==> config.mk <==
export PLATFORM = sky130hd
export DESIGN_NAME = grid_line_smoothing_filter_unit
export DESIGN_NICKNAME = d
export VERILOG_FILES = /design/src/hw/rtl/glsf_pkg.sv /design/src/hw/rtl/grid_line_smoothing_filter_unit.sv /design/src/hw/rtl/glsf_tap_cell.sv /design/src/hw/rtl/glsf_blend_pipe.sv
export SDC_FILE = /design/constraint.sdc
export NUM_CORES = 2
export LEC_CHECK = 0
export ABC_AREA = 0
export BUFFER_PORTS_ARGS = -buffer_cell sky130_fd_sc_hd__buf_2
export CORE_MARGIN = 3
export CORE_UTILIZATION = 25
export CTS_CLUSTER_DIAMETER = 150
export DETAILED_ROUTE_END_ITERATION = 10
export GPL_TIMING_DRIVEN = 0
export SYNTH_ARGS = -nofsm -noshare
export SYNTH_HDL_FRONTEND = slang
export SYNTH_HIERARCHICAL = 1
export SYNTH_SLANG_ARGS = --single-unit
==> constraint.sdc <==
create_clock -name clk -period 17.3 [get_ports clk]
set_clock_uncertainty 0.15 [all_clocks]
set_input_delay 3.46 -clock clk [delete_from_list [all_inputs] [get_ports clk]]
set_output_delay 3.46 -clock clk [all_outputs]
set_load 0.01 [all_outputs]
==> src/hw/rtl/glsf_pkg.sv <==
// Shared types, constants and helpers for the grid line smoothing filter.
package glsf_pkg;

  // Sample and window geometry
  localparam int SAMPLE_BITS = 32;
  localparam int NUM_TAPS    = 5;

  // Datapath widths: filter difference, blend product, delta before the final add
  localparam int T_W    = 39;
  localparam int PROD_W = 56;
  localparam int D_W    = 36;

  // Configuration register indexes
  localparam logic [1:0] REG_FILTER_KIND     = 2'd0;
  localparam logic [1:0] REG_BLEND_FACTOR    = 2'd1;
  localparam logic [1:0] REG_INTERIOR_LENGTH = 2'd2;

  // filter_kind codes that are not TSC
  localparam logic [2:0] KIND_FIVE_A = 3'd0;
  localparam logic [2:0] KIND_BINOM  = 3'd2;
  localparam logic [2:0] KIND_FIVE_B = 3'd3;

  // Internal filter modes
  typedef logic [1:0] mode_t;
  localparam mode_t MODE_TSC   = 2'd0;
  localparam mode_t MODE_BINOM = 2'd1;
  localparam mode_t MODE_FIVE  = 2'd2;

  // Blend factor of one (16 fraction bits)
  localparam logic [16:0] BLEND_ONE = 17'd65536;

  // Rounding offsets: D*32768 folded into the shift for each denominator
  localparam logic signed [PROD_W-1:0] RND_BINOM = PROD_W'(64'd131072);   // 4*32768
  localparam logic signed [PROD_W-1:0] RND_TSC   = PROD_W'(64'd262144);   // 8*32768
  localparam logic signed [PROD_W-1:0] RND_FIVE  = PROD_W'(64'd3145728);  // 96*32768
  // Five-tap path: bias to make the value positive before dividing by 3
  localparam logic [D_W-1:0] FIVE_BIAS   = D_W'(64'd25769803776);        // 3 * 2^33
  localparam logic [D_W-1:0] FIVE_UNBIAS = D_W'(64'd8589934592);         // 2^33

  // ceil(2^24 / 3)
  localparam logic [22:0] DIV3_RECIP = 23'd5592406;

  typedef logic [NUM_TAPS-1:0][SAMPLE_BITS-1:0] window_t;

  // Per-item control that rides along the pipeline
  typedef struct packed {
    logic  valid;
    logic  last;
    mode_t mode;
  } ctl_t;

  // Map register code to filter mode
  function automatic mode_t decode_mode(input logic [2:0] kind);
    mode_t m;
    case (kind)
      KIND_FIVE_A: m = MODE_FIVE;
      KIND_FIVE_B: m = MODE_FIVE;
      KIND_BINOM:  m = MODE_BINOM;
      default:     m = MODE_TSC;
    endcase
    return m;
  endfunction

  // floor(n / 3) by reciprocal multiply; exact for quotients below 2^18
  function automatic logic [17:0] div3(input logic [19:0] n);
    logic [42:0] p;
    p = {23'b0, n} * {20'b0, DIV3_RECIP};
    return p[41:24];
  endfunction

endpackage

==> src/hw/rtl/grid_line_smoothing_filter_unit.sv <==
// Grid line smoothing filter: tap cell chain, line position tracking and blend pipeline.
// Control for a result passes through s1_ctl to s6_ctl, then out_valid, after its interior sample is accepted.
// Throughput: one sample per cycle while no result is held; ghost samples produce no transaction.
// A held output (out_valid with out_stall) freezes the tap chain and all pipeline stages.
// Reset (rst, synchronous): taps clear to zero, line position to zero, pipeline empties,
// filter_kind = 1 (TSC), blend_factor = 0, interior_length = 1024.
module grid_line_smoothing_filter_unit #(
  parameter int MAX_CELLS    = 1024,
  parameter int SAMPLE_WIDTH = 32
) (
  input  logic                                    clk,
  input  logic                                    rst,
  input  logic                                    cfg_we,
  input  logic [1:0]                              cfg_index,
  input  logic [16:0]                             cfg_data,
  input  logic                                    in_valid,
  output logic                                    in_stall,
  input  logic signed [glsf_pkg::SAMPLE_BITS-1:0] sample_in,
  input  logic                                    first_of_line,
  output logic                                    out_valid,
  input  logic                                    out_stall,
  output logic signed [glsf_pkg::SAMPLE_BITS-1:0] smoothed_out,
  output logic                                    last_of_line
);
  import glsf_pkg::*;

  localparam int PW = $clog2(MAX_CELLS + 6);
  localparam logic [PW-1:0] POS_CAP = PW'(MAX_CELLS + 5);

  // Configuration registers
  logic [2:0]  filter_kind;
  logic [16:0] blend_factor;
  logic [10:0] interior_length;

  always_ff @(posedge clk) begin
    if (rst) begin
      filter_kind     <= 3'd1;
      blend_factor    <= '0;
      interior_length <= 11'd1024;
    end else if (cfg_we) begin
      case (cfg_index)
        REG_FILTER_KIND:     filter_kind     <= cfg_data[2:0];
        REG_BLEND_FACTOR:    blend_factor    <= cfg_data;
        REG_INTERIOR_LENGTH: interior_length <= cfg_data[10:0];
        default: ;
      endcase
    end
  end

  // Pipeline advance: only a held output result blocks
  logic adv, accept;
  assign adv      = !(out_valid && out_stall);
  assign in_stall = !adv;
  assign accept   = in_valid && adv;

  // Tap window: chain of cells, newest sample in cell 0
  window_t taps;
  genvar gi;
  generate
    for (gi = 0; gi < NUM_TAPS; gi++) begin : g_tap
      if (gi == 0) begin : g_head
        glsf_tap_cell u_cell (
          .clk      (clk),
          .rst      (rst),
          .shift_en (accept),
          .d        (sample_in),
          .q        (taps[gi])
        );
      end else begin : g_body
        glsf_tap_cell u_cell (
          .clk      (clk),
          .rst      (rst),
          .shift_en (accept),
          .d        (taps[gi-1]),
          .q        (taps[gi])
        );
      end
    end
  endgenerate

  // Line position, saturating at the cap
  logic [PW-1:0] pos, pos_next;
  always_comb begin
    if (first_of_line) begin
      pos_next = PW'(1);
    end else if (pos < POS_CAP) begin
      pos_next = pos + PW'(1);
    end else begin
      pos_next = pos;
    end
  end

  always_ff @(posedge clk) begin
    if (rst) begin
      pos <= '0;
    end else if (accept) begin
      pos <= pos_next;
    end
  end

  // Interior window test for the incoming sample
  mode_t       mode;
  logic [31:0] len_w, first_w, last_w, pos_w;
  logic        emit;
  always_comb begin
    mode    = decode_mode(filter_kind);
    len_w   = (32'(interior_length) > 32'(MAX_CELLS)) ? 32'(MAX_CELLS) : 32'(interior_length);
    first_w = (mode == MODE_FIVE) ? 32'd5 : 32'd3;
    last_w  = len_w + ((mode == MODE_FIVE) ? 32'd4 : 32'd2);
    pos_w   = 32'(pos_next);
    emit    = (len_w != 32'd0) && (pos_w >= first_w) && (pos_w <= last_w);
  end

  ctl_t ctl_in;
  always_comb begin
    ctl_in.valid = in_valid && emit;
    ctl_in.last  = (pos_w == last_w);
    ctl_in.mode  = mode;
  end

  glsf_blend_pipe #(
    .SAMPLE_WIDTH (SAMPLE_WIDTH)
  ) u_pipe (
    .clk          (clk),
    .rst          (rst),
    .adv          (adv),
    .ctl_in       (ctl_in),
    .window       (taps),
    .blend_factor (blend_factor),
    .out_valid    (out_valid),
    .smoothed_out (smoothed_out),
    .last_of_line (last_of_line)
  );

  // Assertions
  a_pos_capped: assert property (@(posedge clk) disable iff (rst) pos <= POS_CAP)
    else $error("line position beyond cap");

  a_held_blocks_input: assert property (@(posedge clk) disable iff (rst)
    (out_valid && out_stall) |-> in_stall)
    else $error("input taken while result held");

  a_line_restart: assert property (@(posedge clk) disable iff (rst)
    (in_valid && !in_stall && first_of_line) |=> (pos == PW'(1)))
    else $error("line position not restarted");

endmodule

==> src/hw/rtl/glsf_tap_cell.sv <==
// One cell of the tap window: holds a sample and hands it to the next cell.
module glsf_tap_cell (
  input  logic                                clk,
  input  logic                                rst,
  input  logic                                shift_en,
  input  logic [glsf_pkg::SAMPLE_BITS-1:0]    d,
  output logic [glsf_pkg::SAMPLE_BITS-1:0]    q
);
  import glsf_pkg::*;

  always_ff @(posedge clk) begin
    if (rst) begin
      q <= '0;
    end else if (shift_en) begin
      q <= d;
    end
  end

endmodule

==> src/hw/rtl/glsf_blend_pipe.sv <==
// Filter, blend, round and saturate pipeline fed from the tap window.
module glsf_blend_pipe #(
  parameter int SAMPLE_WIDTH = 32
) (
  input  logic                                 clk,
  input  logic                                 rst,
  input  logic                                 adv,
  input  glsf_pkg::ctl_t                       ctl_in,
  input  glsf_pkg::window_t                    window,
  input  logic [16:0]                          blend_factor,
  output logic                                 out_valid,
  output logic signed [glsf_pkg::SAMPLE_BITS-1:0] smoothed_out,
  output logic                                 last_of_line
);
  import glsf_pkg::*;

  // Saturation bounds at the internal width
  localparam int SW_EFF = (SAMPLE_WIDTH < D_W) ? SAMPLE_WIDTH : D_W;
  localparam logic [D_W-1:0] ONE_D = {{(D_W-1){1'b0}}, 1'b1};
  localparam logic [D_W-1:0] SAT_HI = (ONE_D << (SW_EFF - 1)) - ONE_D;
  localparam logic [D_W-1:0] SAT_LO = ~SAT_HI;

  // Pipeline registers
  ctl_t s1_ctl, s2_ctl, s3_ctl, s4_ctl, s5_ctl, s6_ctl;
  logic signed [SAMPLE_BITS-1:0] s2_x, s3_x, s4_x, s5_x, s6_x;
  logic signed [T_W-1:0]         s2_t;
  logic signed [PROD_W-1:0]      s3_prod;
  logic [D_W-1:0]                s4_v, s5_v;
  logic [17:0]                   s5_qh;
  logic [19:0]                   s5_n2;
  logic [D_W-1:0]                s6_d;

  // Stage A: center sample and filter difference S - D*x
  logic signed [T_W-1:0] tw0, tw1, tw2, tw3, tw4;
  logic signed [T_W-1:0] t_a, a_sum, b_sum;
  logic signed [SAMPLE_BITS-1:0] x_a;

  always_comb begin
    tw0 = {{(T_W-SAMPLE_BITS){window[0][SAMPLE_BITS-1]}}, window[0]};
    tw1 = {{(T_W-SAMPLE_BITS){window[1][SAMPLE_BITS-1]}}, window[1]};
    tw2 = {{(T_W-SAMPLE_BITS){window[2][SAMPLE_BITS-1]}}, window[2]};
    tw3 = {{(T_W-SAMPLE_BITS){window[3][SAMPLE_BITS-1]}}, window[3]};
    tw4 = {{(T_W-SAMPLE_BITS){window[4][SAMPLE_BITS-1]}}, window[4]};
    a_sum = tw1 + tw3;
    b_sum = tw0 + tw4;
    if (s1_ctl.mode == MODE_FIVE) begin
      x_a = window[2];
      // 24*(w1+w3) + (w0+w4) - 50*x
      t_a = (a_sum <<< 4) + (a_sum <<< 3) + b_sum - (tw2 <<< 5) - (tw2 <<< 4) - (tw2 <<< 1);
    end else begin
      x_a = window[1];
      t_a = tw0 + tw2 - (tw1 <<< 1);
    end
  end

  // Stage B: blend factor times difference
  logic [16:0]               b_eff;
  logic signed [T_W+17:0]    prod_full;

  always_comb begin
    b_eff = (blend_factor > BLEND_ONE) ? BLEND_ONE : blend_factor;
    prod_full = $signed({1'b0, b_eff}) * s2_t;
  end

  // Stage C: round and scale by the denominator (five-tap leaves a divide by 3)
  logic signed [PROD_W-1:0] sum_five, sum_bin, sum_tsc;
  logic signed [34:0]       m2;
  logic [D_W-1:0]           v_c;

  always_comb begin
    sum_five = s3_prod + RND_FIVE;
    sum_bin  = s3_prod + RND_BINOM;
    sum_tsc  = s3_prod + RND_TSC;
    m2 = sum_five[PROD_W-1:21];
    case (s3_ctl.mode)
      MODE_FIVE:  v_c = {m2[34], m2} + FIVE_BIAS;
      MODE_BINOM: v_c = sum_bin[D_W+17:18];
      default:    v_c = sum_tsc[D_W+18:19];
    endcase
  end

  // Stage D: divide upper half by 3, carry the remainder down
  logic [17:0] vh, qh_d, r_full;
  always_comb begin
    vh = s4_v[D_W-1:18];
    qh_d = div3({2'b0, vh});
    r_full = vh - ({qh_d[16:0], 1'b0} + qh_d);
  end

  // Stage E: divide lower part, remove bias
  logic [17:0]    q2;
  logic [D_W-1:0] q_full;
  always_comb begin
    q2 = div3(s5_n2);
    q_full = {s5_qh, 18'b0} + {18'b0, q2};
  end

  // Stage F: add to center sample and saturate
  logic signed [D_W-1:0] y_f;
  logic signed [D_W-1:0] y_sat;
  always_comb begin
    y_f = {{(D_W-SAMPLE_BITS){s6_x[SAMPLE_BITS-1]}}, s6_x} + $signed(s6_d);
    if (y_f > $signed(SAT_HI)) begin
      y_sat = $signed(SAT_HI);
    end else if (y_f < $signed(SAT_LO)) begin
      y_sat = $signed(SAT_LO);
    end else begin
      y_sat = y_f;
    end
  end

  // Control: valid bits reset, everything moves together on adv
  always_ff @(posedge clk) begin
    if (rst) begin
      s1_ctl    <= '0;
      s2_ctl    <= '0;
      s3_ctl    <= '0;
      s4_ctl    <= '0;
      s5_ctl    <= '0;
      s6_ctl    <= '0;
      out_valid <= 1'b0;
    end else if (adv) begin
      s1_ctl    <= ctl_in;
      s2_ctl    <= s1_ctl;
      s3_ctl    <= s2_ctl;
      s4_ctl    <= s3_ctl;
      s5_ctl    <= s4_ctl;
      s6_ctl    <= s5_ctl;
      out_valid <= s6_ctl.valid;
    end
  end

  // Payload registers
  always_ff @(posedge clk) begin
    if (adv) begin
      s2_x         <= x_a;
      s2_t         <= t_a;
      s3_x         <= s2_x;
      s3_prod      <= prod_full[PROD_W-1:0];
      s4_x         <= s3_x;
      s4_v         <= v_c;
      s5_x         <= s4_x;
      s5_v         <= s4_v;
      s5_qh        <= qh_d;
      s5_n2        <= {r_full[1:0], s4_v[17:0]};
      s6_x         <= s5_x;
      s6_d         <= (s5_ctl.mode == MODE_FIVE) ? (q_full - FIVE_UNBIAS) : s5_v;
      smoothed_out <= y_sat[SAMPLE_BITS-1:0];
      last_of_line <= s6_ctl.last;
    end
  end

endmodule
==> impl_metrics.json <==
{
  "cts_tree": "done",
  "cts_root_buf": "clkbuf_16",
  "fin_crit_sh_pct": 59.0,
  "cp-start-kind": "flop",
  "yosysUniqueCellTypes": 94,
  "stdcell_count": 10800,
  "synth_edf_count": 398,
  "cp_data_arrival_time_ps": 10460,
  "synthAdderAreaFrac_pct": 40.4,
  "fmax_mhz": 98.0,
  "die_w_um": 532,
  "antenna_found_initial": 21,
  "yosys-top-cells-count": "inv_1, fa_1, nand2_1",
  "grt.total_usage_pct": 13.6,
  "drtIter0Drc": 3126,
  "drv_cap": 0,
  "cts_sinks": 623,
  "clk_pin_slew_ps": 60,
  "grt_first_pass_wirelength_um": 302000,
  "grt_pass1_vias": 50900,
  "drive_above_1_share_pct": 4.50,
  "die-area_um2": 283000,
  "synth_top_family_by_area": "adder cells",
  "synth_cells": 6907,
  "synthMuxAreaShare_pct": 3.26,
  "max-clock-path-buffers": 3,
  "dpl.cell_count": 10700,
  "hold_depth": 0,
  "gp_congestion": 0.937,
  "synth-compound-area-share_pct": 7.92,
  "period_minus_slack_ps": 10210,
  "fin_nets": 8752,
  "cts_resized": 0,
  "synthTopCellsByArea": "fa_1, edfxtp_1, ha_1, inv_1, dfxtp_1",
  "drtAntennaViolNets": 0,
  "worstMarginPinSlew_ps": 1330,
  "rsz0062_at_grt": "false",
  "fp-row-count": 192,
  "setup_viol": 0,
  "min_from": "u_pipe/s4_x[29]$_DFFE_PP_",
  "synth_top_area_share_pct": 29.9,
  "end_kind": "flop",
  "start_util_pct": 25.2,
  "hold_class": "flop to flop",
  "synth.most_common_cell": "inv_1",
  "io_pins": 92,
  "synthSimpleGateAreaFrac_pct": 11.8,
  "worst-path-max-fanout": 10,
  "syn_nets": 8579,
  "wirelength_um": 195000,
  "dr_total_vias": 48400,
  "rr_worst_depth": 25,
  "r2r_end": "u_pipe/s3_prod[54]$_DFFE_PP_",
  "cts_buffers": 73,
  "avgViaCountPerCell": 4.47,
  "yosysWarnings": 6,
  "fp.dieH_um": 532,
  "ys.flop_type": "edfxtp_1",
  "yosysTopAreaCell": "fa_1",
  "required_ps": 17560,
  "core_um2": 275000,
  "min_to": "u_pipe/s5_x[29]$_DFFE_PP_",
  "htree_levels": 3,
  "drt_first_pass_iters": 5,
  "synthArstFlopShare_pct": 0,
  "r2r_slack_ps": 7090,
  "synth-seq-cells": 623,
  "dp_hpwl_um": 162000,
  "cts_setup_buffers": 0,
  "insertion_delay_ps": 690,
  "syn_area_um2": 69200,
  "finalHoldViolCount": 0,
  "cts_hold_buffers": 0,
  "crit-reg2reg-launch": "blend_factor[2]$_SDFFE_PP0P_",
  "grt.overflow.total": 0,
  "worst-setup-path-type": "flop to flop",
  "drv_slew": 0,
  "wl_per_cell_um": 18.0,
  "status": "finished clean",
  "synth-xor-area-share_pct": 3.59,
  "seq_area_frac_synth_pct": 23.8,
  "portBuffers": 91,
  "grt_start_max_net_pins": 77,
  "syn2layout_area_growth_pct": 11.3,
  "syn_area_per_cell_um2": 10.0,
  "drc_errors": 0,
  "slew_headroom_pct": 10.8
}
[registers in the layout, indices dropped and copies added (netlist names), 11 cells and up]
register	count
blend_factor	17
g_tap.g_body.u_cell/q	128
g_tap.g_head.u_cell/q	32
interior_length	11
pos	11
u_pipe/s2_t	39
u_pipe/s2_x	32
u_pipe/s3_prod	39
u_pipe/s3_x	32
u_pipe/s4_v	36
u_pipe/s4_x	32
u_pipe/s5_qh	17
u_pipe/s5_v	36
u_pipe/s5_x	32
u_pipe/s6_d	36
u_pipe/s6_x	32
u_pipe/smoothed_out	32
[per-layer routing]
layer	wire (µm)	GRT usage, %
met5	34	0
met4	6380	4.17
met3	13400	2.63
met2	88200	21.8
met1	86800	18.5
[through the flow]
stage | setup TNS [ps] | worst slack (ps) | hold slack (ps) | area [µm²] | utilization (%)
finish | 0 | 7090 | 261 | 77100 | 28.1
global route | 0 | 6750 | 266 | 77100 | 28.1
CTS | 0 | 6960 | 260 | 77000 | 28.1
detailed placement | 0 | 7040 | 255 | 74500 | 27.1
global placement | -349670 | -3770 | 252 | 74300 | 27.1
floorplan | 0 | 911 | 250 | 69200 | -
[cell type report]
class                           instances  area, µm²
Tap cell                             3686       4610
Clock inverter                         47        611
Buffer                                258       1290
Antenna cell                            3       7.51
Fill cell                           28700     198000
Inverter                             1350       5070
Clock buffer                           86       1950
Sequential cell                       623      16500
Timing Repair Buffer                   98        628
Multi-Input combinational cell       4676      46400
[worst max-delay path by stage]
| stage | start | endpoint | slack (ps) | cells past startpoint |
|---|---|---|---|---|
| 6_report | blend_factor[2]$_SDFFE_PP0P_ | u_pipe/s3_prod[54]$_DFFE_PP_ | 7090 | 25 |
| 5_1_grt | blend_factor[2]$_SDFFE_PP0P_ | u_pipe/s3_prod[54]$_DFFE_PP_ | 6750 | 25 |
| 4_1_cts | blend_factor[2]$_SDFFE_PP0P_ | u_pipe/s3_prod[54]$_DFFE_PP_ | 6960 | 25 |
| 3_5_place_dp | blend_factor[2]$_SDFFE_PP0P_ | u_pipe/s3_prod[54]$_DFFE_PP_ | 7040 | 25 |
| 3_3_place_gp | out_stall | in_stall | -3770 | 4 |
| 2_1_floorplan | out_stall | in_stall | 910 | 2 |
[layout by cell type (no fill, tap or decap), drive strengths merged, types with 195 or more instances in the layout]
cell	n
nor2	364
dfxtp	225
a21oi	265
edfxtp	398
nand2	606
ha	580
o21ai	195
inv	1360
mux2i	202
fa	1035
and2	366
clkbuf	284
[critical path: stages, from the launching register on]
cell	delay (ps)
dfxtp_1	330
nor4_1	350
a41oi_1	390
nor2b_1	310
clkbuf_1	770
clkbuf_1	960
and2_1	270
fa_1	440
fa_1	460
ha_1	220
fa_1	480
inv_1	50
fa_1	530
inv_1	50
fa_1	440
ha_1	300
and3_1	190
nand3_1	90
a2bb2oi_1	1030
o32ai_1	160
o21ai_0	500
a21boi_1	210
o2111ai_1	350
a21oi_1	200
o311a_1	360
a311o_1	320
[cells by family (layout without fill, tap and decap cells)]
family	count (synthesis)	in the layout
adders and majority gates	1615	1615
and+or+nand+nor	1699	1699
xor gates and xnor gates	284	284
muxes	223	223
AOI/OAI and AO/OA	855	855
other	0	3
buffers and inverters	1608	1839
DFF	623	623
Power is not shown: default switching activity piles up to over one toggle a cycle in this logic, so the estimate is an artifact.
